==> src/rtl/efws_pkg.sv <==
// Shared types and constants for the earliest-free worker scheduler.
// Used by efws_ctrl, efws_dp and earliest_free_worker_scheduler_top.
// No dependencies.
package efws_pkg;

  // Worker pool sizing.
  localparam int MAX_WORKERS = 16;
  localparam int WID_W       = $clog2(MAX_WORKERS);
  localparam int CNT_W       = $clog2(MAX_WORKERS + 1);
  localparam int HALF        = MAX_WORKERS / 2;
  localparam int LEVELS      = WID_W;
  localparam int LVL_W       = (LEVELS > 1) ? $clog2(LEVELS) : 1;

  // Payload widths.
  localparam int DUR_W   = 32;
  localparam int TIME_W  = 64;
  localparam int S_DATA_W = 32;
  localparam int M_DATA_W = 72;

  // Configuration port.
  localparam int ADDR_W = 3;
  localparam int DATA_W = 32;
  localparam int NW_W   = 5;
  localparam logic [0:0] REG_NUM_WORKERS = 1'b0;
  localparam logic [NW_W-1:0] NW_RESET = NW_W'(1);

  // Commands from the controller to the datapath.
  typedef struct packed {
    logic load;          // latch a new job and snapshot the worker count
    logic search;        // run one level of the min-reduction tree
    logic search_first;  // this level reads the finish-time registers
    logic commit;        // update the chosen worker and load the output
  } efws_cmd_t;

  // Status from the datapath to the controller.
  typedef struct packed {
    logic direct;    // the next job goes to a worker not used yet
    logic out_free;  // the output register can take a result this cycle
  } efws_sts_t;

endpackage

==> src/rtl/efws_ctrl.sv <==
// Controller state machine for the earliest-free worker scheduler.
// Depends on efws_pkg; drives efws_dp through efws_cmd_t.
module efws_ctrl (
  input  logic                 clk,
  input  logic                 rst,
  input  logic                 s_tvalid,
  output logic                 s_tready,
  input  efws_pkg::efws_sts_t  sts,
  output efws_pkg::efws_cmd_t  cmd
);
  import efws_pkg::*;

  localparam logic [1:0] ST_IDLE   = 2'd0;
  localparam logic [1:0] ST_SEARCH = 2'd1;
  localparam logic [1:0] ST_COMMIT = 2'd2;

  logic [1:0]       state;
  logic [1:0]       state_next;
  logic [LVL_W-1:0] level;
  logic [LVL_W-1:0] level_next;

  // Next state and command decode.
  always_comb begin
    state_next = state;
    level_next = level;
    cmd        = '0;
    s_tready   = 1'b0;
    unique case (state)
      ST_IDLE: begin
        s_tready = 1'b1;
        if (s_tvalid) begin
          cmd.load   = 1'b1;
          level_next = '0;
          state_next = sts.direct ? ST_COMMIT : ST_SEARCH;
        end
      end
      ST_SEARCH: begin
        cmd.search       = 1'b1;
        cmd.search_first = (level == '0);
        level_next       = level + LVL_W'(1);
        if (level == LVL_W'(LEVELS - 1)) begin
          state_next = ST_COMMIT;
        end
      end
      ST_COMMIT: begin
        if (sts.out_free) begin
          cmd.commit = 1'b1;
          state_next = ST_IDLE;
        end
      end
      default: begin
        state_next = ST_IDLE;
      end
    endcase
  end

  // State registers.
  always_ff @(posedge clk) begin
    if (rst) begin
      state <= ST_IDLE;
      level <= '0;
    end else begin
      state <= state_next;
      level <= level_next;
    end
  end

endmodule

==> src/rtl/efws_dp.sv <==
// Datapath for the earliest-free worker scheduler: finish times, job count,
// registered min-reduction tree and output register. Depends on efws_pkg.
module efws_dp (
  input  logic                              clk,
  input  logic                              rst,
  input  efws_pkg::efws_cmd_t               cmd,
  output efws_pkg::efws_sts_t               sts,
  input  logic [efws_pkg::DUR_W-1:0]        job_duration,
  input  logic [efws_pkg::NW_W-1:0]         num_workers,
  output logic                              m_tvalid,
  input  logic                              m_tready,
  output logic [efws_pkg::WID_W-1:0]        assigned_worker,
  output logic [efws_pkg::TIME_W-1:0]       job_start
);
  import efws_pkg::*;

  logic [TIME_W-1:0] finish_times [MAX_WORKERS];
  logic [CNT_W-1:0]  jobs_started;
  logic [DUR_W-1:0]  dur;
  logic [CNT_W-1:0]  n_act;
  logic              direct;
  logic [WID_W-1:0]  direct_idx;

  // Tree candidates, reduced in place one level per cycle.
  logic [TIME_W-1:0] cand_time [HALF];
  logic [WID_W-1:0]  cand_idx  [HALF];
  logic              cand_vld  [HALF];

  logic [TIME_W-1:0] src_time [MAX_WORKERS];
  logic [WID_W-1:0]  src_idx  [MAX_WORKERS];
  logic              src_vld  [MAX_WORKERS];
  logic [TIME_W-1:0] cand_time_next [HALF];
  logic [WID_W-1:0]  cand_idx_next  [HALF];
  logic              cand_vld_next  [HALF];

  logic [CNT_W-1:0]  n_live;
  logic [WID_W-1:0]  sel;
  logic [TIME_W-1:0] sel_time;
  logic [TIME_W:0]   sum;
  logic [TIME_W-1:0] finish_next;

  // Clamp the configured worker count into 1..MAX_WORKERS.
  always_comb begin
    if (num_workers == '0) begin
      n_live = CNT_W'(1);
    end else if (CNT_W'(num_workers) > CNT_W'(MAX_WORKERS)) begin
      n_live = CNT_W'(MAX_WORKERS);
    end else begin
      n_live = CNT_W'(num_workers);
    end
  end

  assign sts.direct   = (jobs_started < n_live);
  assign sts.out_free = !m_tvalid || m_tready;

  // Sources of one tree level: the finish times on the first level, else
  // the surviving candidates.
  always_comb begin
    for (int j = 0; j < MAX_WORKERS; j++) begin
      if (cmd.search_first) begin
        src_time[j] = finish_times[j];
        src_idx[j]  = WID_W'(j);
        src_vld[j]  = (CNT_W'(j) < n_act);
      end else if (j < HALF) begin
        src_time[j] = cand_time[j];
        src_idx[j]  = cand_idx[j];
        src_vld[j]  = cand_vld[j];
      end else begin
        src_time[j] = '0;
        src_idx[j]  = '0;
        src_vld[j]  = 1'b0;
      end
    end
  end

  // Pairwise pick; the higher index wins only when strictly earlier.
  always_comb begin
    for (int i = 0; i < HALF; i++) begin
      if (src_vld[2*i+1] &&
          (!src_vld[2*i] || (src_time[2*i+1] < src_time[2*i]))) begin
        cand_time_next[i] = src_time[2*i+1];
        cand_idx_next[i]  = src_idx[2*i+1];
        cand_vld_next[i]  = 1'b1;
      end else begin
        cand_time_next[i] = src_time[2*i];
        cand_idx_next[i]  = src_idx[2*i];
        cand_vld_next[i]  = src_vld[2*i];
      end
    end
  end

  // Chosen worker and its saturating finish-time update.
  assign sel         = direct ? direct_idx : cand_idx[0];
  assign sel_time    = finish_times[sel];
  assign sum         = {1'b0, sel_time} + (TIME_W+1)'(dur);
  assign finish_next = sum[TIME_W] ? {TIME_W{1'b1}} : sum[TIME_W-1:0];

  // Job snapshot and tree registers.
  always_ff @(posedge clk) begin
    if (cmd.load) begin
      dur        <= job_duration;
      n_act      <= n_live;
      direct     <= sts.direct;
      direct_idx <= jobs_started[WID_W-1:0];
    end
    if (cmd.search) begin
      for (int i = 0; i < HALF; i++) begin
        cand_time[i] <= cand_time_next[i];
        cand_idx[i]  <= cand_idx_next[i];
        cand_vld[i]  <= cand_vld_next[i];
      end
    end
  end

  // Worker state, cleared at reset.
  always_ff @(posedge clk) begin
    if (rst) begin
      jobs_started <= '0;
      for (int k = 0; k < MAX_WORKERS; k++) begin
        finish_times[k] <= '0;
      end
    end else if (cmd.commit) begin
      finish_times[sel] <= finish_next;
      if (direct) begin
        jobs_started <= jobs_started + CNT_W'(1);
      end
    end
  end

  // Output register.
  always_ff @(posedge clk) begin
    if (rst) begin
      m_tvalid <= 1'b0;
    end else if (cmd.commit) begin
      m_tvalid <= 1'b1;
    end else if (m_tready) begin
      m_tvalid <= 1'b0;
    end
  end

  always_ff @(posedge clk) begin
    if (cmd.commit) begin
      assigned_worker <= sel;
      job_start       <= sel_time;
    end
  end

endmodule

==> src/rtl/earliest_free_worker_scheduler_top.sv <==
// Earliest-free worker scheduler: one result per job, through efws_ctrl
// and efws_dp, with the worker-count register on an APB-style port.
// While unused workers remain, a job is latched on acceptance and then committed
// straight to the output register, with no tree search. Otherwise it is latched,
// searched through the levels of the registered min-reduction tree over 16
// finish times and then committed. A busy output register holds the commit back.
// Synchronous reset clears all finish times, the job count, the output valid and
// sets num_workers to 1.
module earliest_free_worker_scheduler_top (
  input  logic                             clk,
  input  logic                             rst,
  input  logic                             s_tvalid,
  output logic                             s_tready,
  input  logic [efws_pkg::S_DATA_W-1:0]    s_tdata,  // [31:0] job_duration
  output logic                             m_tvalid,
  input  logic                             m_tready,
  output logic [efws_pkg::M_DATA_W-1:0]    m_tdata,  // [3:0] assigned_worker,
                                                     // [67:4] job start, zero pad
  input  logic                             psel,
  input  logic                             penable,
  input  logic                             pwrite,
  input  logic [efws_pkg::ADDR_W-1:0]      paddr,
  input  logic [efws_pkg::DATA_W-1:0]      pwdata,
  output logic [efws_pkg::DATA_W-1:0]      prdata,
  output logic                             pready
);
  import efws_pkg::*;

  efws_cmd_t         cmd;
  efws_sts_t         sts;
  logic [NW_W-1:0]   num_workers;
  logic [WID_W-1:0]  assigned_worker;
  logic [TIME_W-1:0] job_start;
  logic              wr_en;

  // Configuration register access.
  assign pready = 1'b1;
  assign wr_en  = psel && penable && pwrite && pready &&
                  (paddr[ADDR_W-1] == REG_NUM_WORKERS);

  always_ff @(posedge clk) begin
    if (rst) begin
      num_workers <= NW_RESET;
    end else if (wr_en) begin
      num_workers <= pwdata[NW_W-1:0];
    end
  end

  always_comb begin
    if (paddr[ADDR_W-1] == REG_NUM_WORKERS) begin
      prdata = DATA_W'(num_workers);
    end else begin
      prdata = '0;
    end
  end

  efws_ctrl u_ctrl (
    .clk      (clk),
    .rst      (rst),
    .s_tvalid (s_tvalid),
    .s_tready (s_tready),
    .sts      (sts),
    .cmd      (cmd)
  );

  efws_dp u_dp (
    .clk             (clk),
    .rst             (rst),
    .cmd             (cmd),
    .sts             (sts),
    .job_duration    (s_tdata[DUR_W-1:0]),
    .num_workers     (num_workers),
    .m_tvalid        (m_tvalid),
    .m_tready        (m_tready),
    .assigned_worker (assigned_worker),
    .job_start       (job_start)
  );

  // Pack the result transaction.
  assign m_tdata = {(M_DATA_W - WID_W - TIME_W)'(0), job_start, assigned_worker};

`ifndef SYNTHESIS
  // One job in flight: no second transaction right after an accepted one.
  a_one_job: assert property (@(posedge clk) disable iff (rst)
    (s_tvalid && s_tready) |=> !s_tready)
    else $error("input accepted back to back");

  // A commit never overwrites a result that is still waiting.
  a_no_overwrite: assert property (@(posedge clk) disable iff (rst)
    cmd.commit |-> (!m_tvalid || m_tready))
    else $error("result committed into a full output register");

  // Every commit shows up as a valid result in the next cycle.
  a_commit_shows: assert property (@(posedge clk) disable iff (rst)
    cmd.commit |=> m_tvalid)
    else $error("committed result not presented");

  // Load never coincides with commit or search.
  a_cmd_excl: assert property (@(posedge clk) disable iff (rst)
    !(cmd.load && (cmd.commit || cmd.search)))
    else $error("conflicting datapath commands");
`endif

endmodule
==> config.mk <==
export PLATFORM = sky130hd
export DESIGN_NAME = earliest_free_worker_scheduler_top
export DESIGN_NICKNAME = d
export VERILOG_FILES = /design/src/rtl/efws_pkg.sv /design/src/rtl/efws_ctrl.sv /design/src/rtl/efws_dp.sv /design/src/rtl/earliest_free_worker_scheduler_top.sv
export SDC_FILE = /design/constraint.sdc
export NUM_CORES = 2
export LEC_CHECK = 0
export BUFFER_PORTS_ARGS = -buffer_cell sky130_fd_sc_hd__buf_4
export CAP_MARGIN = 10
export CORE_UTILIZATION = 55
export DETAILED_ROUTE_END_ITERATION = 8
export PLACE_DENSITY = 0.77
export SYNTH_ARGS = -nofsm -noshare
export SYNTH_HDL_FRONTEND = slang
export SYNTH_HIERARCHICAL = 1
export SYNTH_SLANG_ARGS = --single-unit
==> constraint.sdc <==
create_clock -name clk -period 37.1 [get_ports clk]
set_input_delay 3.71 -clock clk [delete_from_list [all_inputs] [get_ports clk]]
set_output_delay 3.71 -clock clk [all_outputs]
set_load 0.02 [all_outputs]
After elaboration in Yosys (flattened, before gate mapping)
Memories as Yosys holds them, arrays and structs flattened.
Index checks and enable logic that the tools add are counted.
{"block": "classes", "add_sub_neg": 3, "order_cmp": 26, "eq_ne": 6, "muxes": 102, "bitwise_logic": 1, "reduce_logical": 38}
{"op": "64-bit 2-to-1 mux", "count": 26}
{"op": "64-bit less-than comparator", "count": 8}
{"op": "4-bit 2-to-1 mux", "count": 26}
{"op": "64-bit by 32-bit adder with 65-bit output", "count": 1}
{"op": "64-bit OR reduction", "count": 1}
{"op": "4-bit by 5-bit less-than comparator with 1-bit output, first input constant", "count": 8}
{"op": "1-bit 2-to-1 mux", "count": 39}
{"op": "3-bit by 5-bit less-than comparator with 1-bit output, first input constant", "count": 4}
{"op": "5-bit 2-to-1 mux", "count": 3}
{"op": "2-bit 2-to-1 mux", "count": 6}
{"op": "1-bit logical AND", "count": 11}
{"op": "1-bit by 5-bit less-than comparator with 1-bit output, first input constant", "count": 2}
{"op": "2-bit by 5-bit less-than comparator with 1-bit output, first input constant", "count": 2}
{"op": "1-bit zero test", "count": 9}
{"op": "1-bit logical OR", "count": 9}
{"op": "2-bit case mux with 3 select lines", "count": 1}
{"op": "5-bit by 1-bit adder with 5-bit output, second input constant", "count": 1}
{"op": "5-bit > comparator, second input constant", "count": 1}
{"op": "5-bit zero test", "count": 1}
{"op": "5-bit less-than comparator", "count": 1}
{"op": "2-bit equality test, second input constant", "count": 2}
{"op": "2-bit zero test", "count": 2}
{"op": "2-bit inequality test, second input constant", "count": 2}
{"op": "2-bit case mux with 2 select lines", "count": 1}
{"op": "other kinds (7)", "count": 9}
{"block": "totals", "register_bits": 125, "ramBits": 1576, "input_bits": 74, "word_cells": 191, "n_memories": 4}
{"memory": "u_dp.finish_times", "depth": 16, "width": 64, "read_ports": 17, "rd_clocked_by_memory_dff": 0, "wr": 16, "line": "efws_dp.sv:17", "source": "logic [TIME_W-1:0] finish_times [MAX_WORKERS];"}
{"memory": "u_dp.cand_time", "depth": 8, "width": 64, "read_ports": 8, "rd_clocked_by_memory_dff": 0, "wr": 8, "line": "efws_dp.sv:25", "source": "logic [TIME_W-1:0] cand_time [HALF];"}
{"memory": "u_dp.cand_idx", "depth": 8, "width": 4, "read_ports": 8, "rd_clocked_by_memory_dff": 0, "wr": 8, "line": "efws_dp.sv:26", "source": "logic [WID_W-1:0] cand_idx [HALF];"}
{"memory": "u_dp.cand_vld", "depth": 8, "width": 1, "read_ports": 8, "rd_clocked_by_memory_dff": 0, "wr": 8, "line": "efws_dp.sv:27", "source": "logic cand_vld [HALF];"}

Depth between registers and ports, before layout
{"block": "depth", "word_depth": 9, "ltp_mapped": 29}

Cells and area by module
Netlist, hierarchy kept.
{"mod": "efws_dp", "n_inst": 1, "cells_per_inst": 8678, "area_each_um2": 95327.7}
{"mod": "earliest_free_worker_scheduler_top", "n_inst": 1, "cells_per_inst": 62, "area_each_um2": 524.3}
{"mod": "efws_ctrl", "n_inst": 1, "cells_per_inst": 27, "area_each_um2": 261.5}

Worst setup path after synthesis
OpenSTA, ideal clock, no wires.
{"block": "synth_timing", "kind": "register to register", "startpoint": "register u_ctrl.state[0]", "endpoint": "memory u_dp.cand_time[2][14] (netlist: u_dp/cand_time[0][142]), data pin", "arrival_time_ns": 30.576, "t_required_ns": 36.822, "setup_slack_ns": 6.246, "path_stages_with_launch": 24, "synth_period_minus_slack_ns": 30.854, "cell_sequence": "dfxtp_1 buf_6 nor2b_1 and2_1 clkbuf_1 clkbuf_1 clkbuf_1 clkbuf_1 clkbuf_1 buf_1 mux2i_1 inv_1 ha_1 a21o_1 a21o_1 a21o_1 a2111oi_0 o21ai_0 a211oi_1 nand4_1 a21oi_1 buf_1 buf_1 mux2i_1"}
{"element": "from (decl)", "line": "efws_ctrl.sv:17", "source": "logic [1:0] state;"}
{"element": "from (signal assigned)", "line": "efws_ctrl.sv:63", "source": "state <= state_next;"}
{"element": "to (decl)", "line": "efws_dp.sv:25"}

==> results.py <==
metrics = {
    "routing": {
        "via_per_inst": 6.99,
        "drc": 0,
        "antenna_left": 0,
        "drtIter0Drc": 12792,
        "routedWlPerCell_um": 30.8,
        "first_pass_iters": 8,
        "wirelength_um": 339000,
        "route.vias.total": 76885,
    },
    "synthesis": {
        "synth_top_area_share_pct": 52.3,
        "ys_seq_elements": 1688,
        "synth.avg_cell_area_um2": 11.0,
        "synth_area_um2": 96100,
        "yosysSeqAreaShare_pct": 52.6,
        "dominantRegCellSynth": "edfxtp_1",
        "synth_common_cells": "edfxtp_1 (1673), nand2_1 (1002), mux2i_1 (782)",
        "ys_top_cells_by_area": "edfxtp_1 (52%), mux2i_1 (8.1%), ha_1 (7.1%), nand2_1 (3.9%), a21oi_1 (3.5%)",
        "synth_most_common_cell": "edfxtp_1",
        "synth-edff-count": 1673,
        "yosysTopAreaCell": "edfxtp_1",
        "ys_types": 108,
        "synthCells": 8767,
        "async_flop_share_pct": 0,
        "ys_warn_count": 6,
    },
    "power_and_ir_drop": {
        "p_leak_nw": 38.7,
        "vdd_drop_max_mv": 0.0562,
        "p_per_area_nw_per_um2": 50.4,
    },
    "job": {
        "maxCapViolations": 1,
    },
    "global_routing": {
        "grt_pass1_wl_um": 483000,
        "track_usage_pct": 37.7,
        "grt_pass1_vias": 74741,
        "overflow": 0,
        "grt_max_degree": 237,
        "grt_antenna_before_repair": 28,
    },
    "critical_path": {
        "path_class": "reg -> reg",
        "cp.required_ns": 37.66,
        "reg2regPathDepth": 24,
        "end_kind": "flop",
        "crit_arrival_ns": 12.56,
        "worstPathMaxFanout": 236,
        "start_kind": "flop",
    },
    "die": {
        "num_rows": 153,
        "die_width_um": 420,
        "core_area_um2": 174000,
        "start_util_pct": 55.4,
        "die_area_um2": 176000,
        "io_pins": 181,
        "die_h_um": 420,
    },
    "sta": {
        "rsz0062_at_grt": "no",
        "clock.fmax_mhz": 83.3,
        "finalSetupViolations": 0,
        "finalCriticalPeriod_ns": 12.00,
        "max_slew_margin_pct": 1.98,
        "fin_setup_tns_ns": 0,
        "hold_viol": 0,
        "slew_violations": 0,
        "fin_skew_ns": 0.0394,
        "fin_crit_sh_pct": 32.3,
        "max_slew.worst_pin.slew_ns": 1.46,
    },
    "clocking": {
        "cts_resized": 0,
        "htreeDepth": 4,
        "clkTransAtPathRegs_ns": 0.06,
        "cts_buffers": 173,
        "clockBufferDepth": 3,
        "cts_tree": "built",
        "cts_setup_buffers": 0,
        "clockRootBuffer": "clkbuf_16",
        "cts_hold_buffers": 0,
        "insertion_delay_ns": 0.88,
        "cts_sinks": 1688,
    },
    "final_layout": {
        "area_growth_pct": 8.46,
        "fill_cells": 13586,
        "fin_cells": 11002,
        "final_net_count": 9148,
        "drive_above_1_share_pct": 9.41,
    },
    "placement": {
        "gp_congestion": 0.996,
        "dp.cells": 10678,
        "io_buffers": 119,
        "post-dp-hpwl_um": 215000,
    },
    "run_status": {
        "status": "finished with violations",
        "violations": "capacitance limit",
    },
    "min_path": {
        "worstHoldPathType": "reg -> reg",
        "min_path_cells": 2,
    },
}
-- registers in the layout, summed over array words and instances, names as in the netlist --
name,cells
u_dp/cand_idx,19
u_dp/n_act,5
u_dp/direct_idx,4
num_workers,5
u_dp/dur,32
u_dp/job_start,64
u_dp/finish_times,1024
u_dp/jobs_started,5
u_dp/m_tvalid,1
u_ctrl/state,2
u_dp/assigned_worker,4
u_dp/direct,1
u_dp/cand_time,512
u_dp/cand_vld,8
u_ctrl/level,2
-- where the power goes --
part	internal (W)	total, W	leakage, nW	switching, W
Sequential	0.00220	0.00224	16.6	0.0000402
Combinational	0.000326	0.00127	19.4	0.000943
Clock	0.000979	0.00174	2.71	0.000764
Total	0.00350	0.00525	38.7	0.00175
-- worst max-delay path, stage by stage (launching register included) --
cell and delay [ns]:
edfxtp_1 0.32, buf_4 0.36, mux2i_4 0.87, buf_4 0.70, buf_4 0.76, buf_4 0.84
nand2_1 0.12, and3_1 0.20, a311oi_1 0.39, a31oi_1 0.13, a21oi_1 0.91, ha_1 0.46
a21oi_1 0.26, o211a_1 0.20, and2_1 0.15, a211oi_1 0.15, a221o_1 0.56, a211oi_4 0.28
buf_4 0.37, nor2_1 0.33, nand4b_1 0.26, buf_12 0.76, buf_4 0.77, buf_4 0.94
a21oi_1 0.16
-- placed cells by master (no fill, tap or decap), drive strengths merged, types with 101 or more instances in the layout --
master	n
mux2i	784
o21ai	471
nand3	202
a311oi	101
nand2	1002
buf	283
clkbuf	212
a21oi	698
nand4	170
nor2	690
a21o	143
and2	145
inv	365
edfxtp	1673
ha	543
-- cell families (layout without fill, tap and decap cells) --
| logic type | count (synthesis) | in the layout | share of synthesized area, % |
|---|---|---|---|
| simple gates | 2538 | 2538 | 12.0 |
| compound gates | 1948 | 1948 | 12.6 |
| flops | 1688 | 1688 | 52.6 |
| buf+inv | 1086 | 959 | 4.73 |
| mux | 905 | 905 | 10.3 |
| fa+ha+maj | 544 | 544 | 7.09 |
| xor+xnor | 56 | 56 | 0.612 |
| other cells | 2 | 39 | 0.00781 |
-- final timing paths --
kind | end | slack [ns] | startpoint
max | u_dp/finish_times[12][38] | 25.10 | u_dp/direct
min | num_workers[3] | 0.51 | num_workers[3]
max reg2reg | u_dp/finish_times[12][38] | 25.10 | u_dp/direct
min reg2reg | num_workers[3] | 0.51 | num_workers[3]
-- through the flow --
| stage | worst slack, ns | utilization [%] | area, µm² | hold slack [ns] | total power (W) |
|---|---|---|---|---|---|
| after floorplan | 6.25 | - | 96200 | 0.463 | 0.00302 |
| after global placement | 26.00 | 56.8 | 98700 | 0.476 | 0.00344 |
| after detailed placement | 25.85 | 56.8 | 98700 | 0.502 | 0.00346 |
| after CTS | 25.79 | 60.0 | 104000 | 0.512 | 0.00517 |
| after global routing | 24.93 | 60.0 | 104000 | 0.535 | 0.00534 |
| final | 25.10 | 60.0 | 104000 | 0.511 | 0.00525 |
-- layer usage --
metal / track usage, % / wire [µm] / vias up
li1: - / - / 31889
met1: 45.8 / 111000 / 36765
met2: 56.1 / 147000 / 6582
met3: 14.3 / 56200 / 1621
met4: 24.2 / 24900 / 28
met5: 0.306 / 218 / -
-- cell type report --
type	instances	area (µm²)	share of cell area (%)
inverter	361	1370	1.32
sequential	1688	50500	48.5
clock buffer	212	4650	4.46
multi-input combinational	6023	41700	40.0
timing repair buffer	283	2200	2.11
tap	2325	2910	2.79
antenna	7	17.5	0.0168
clock inverter	103	868	0.833
(Power assumes the default switching activity.)
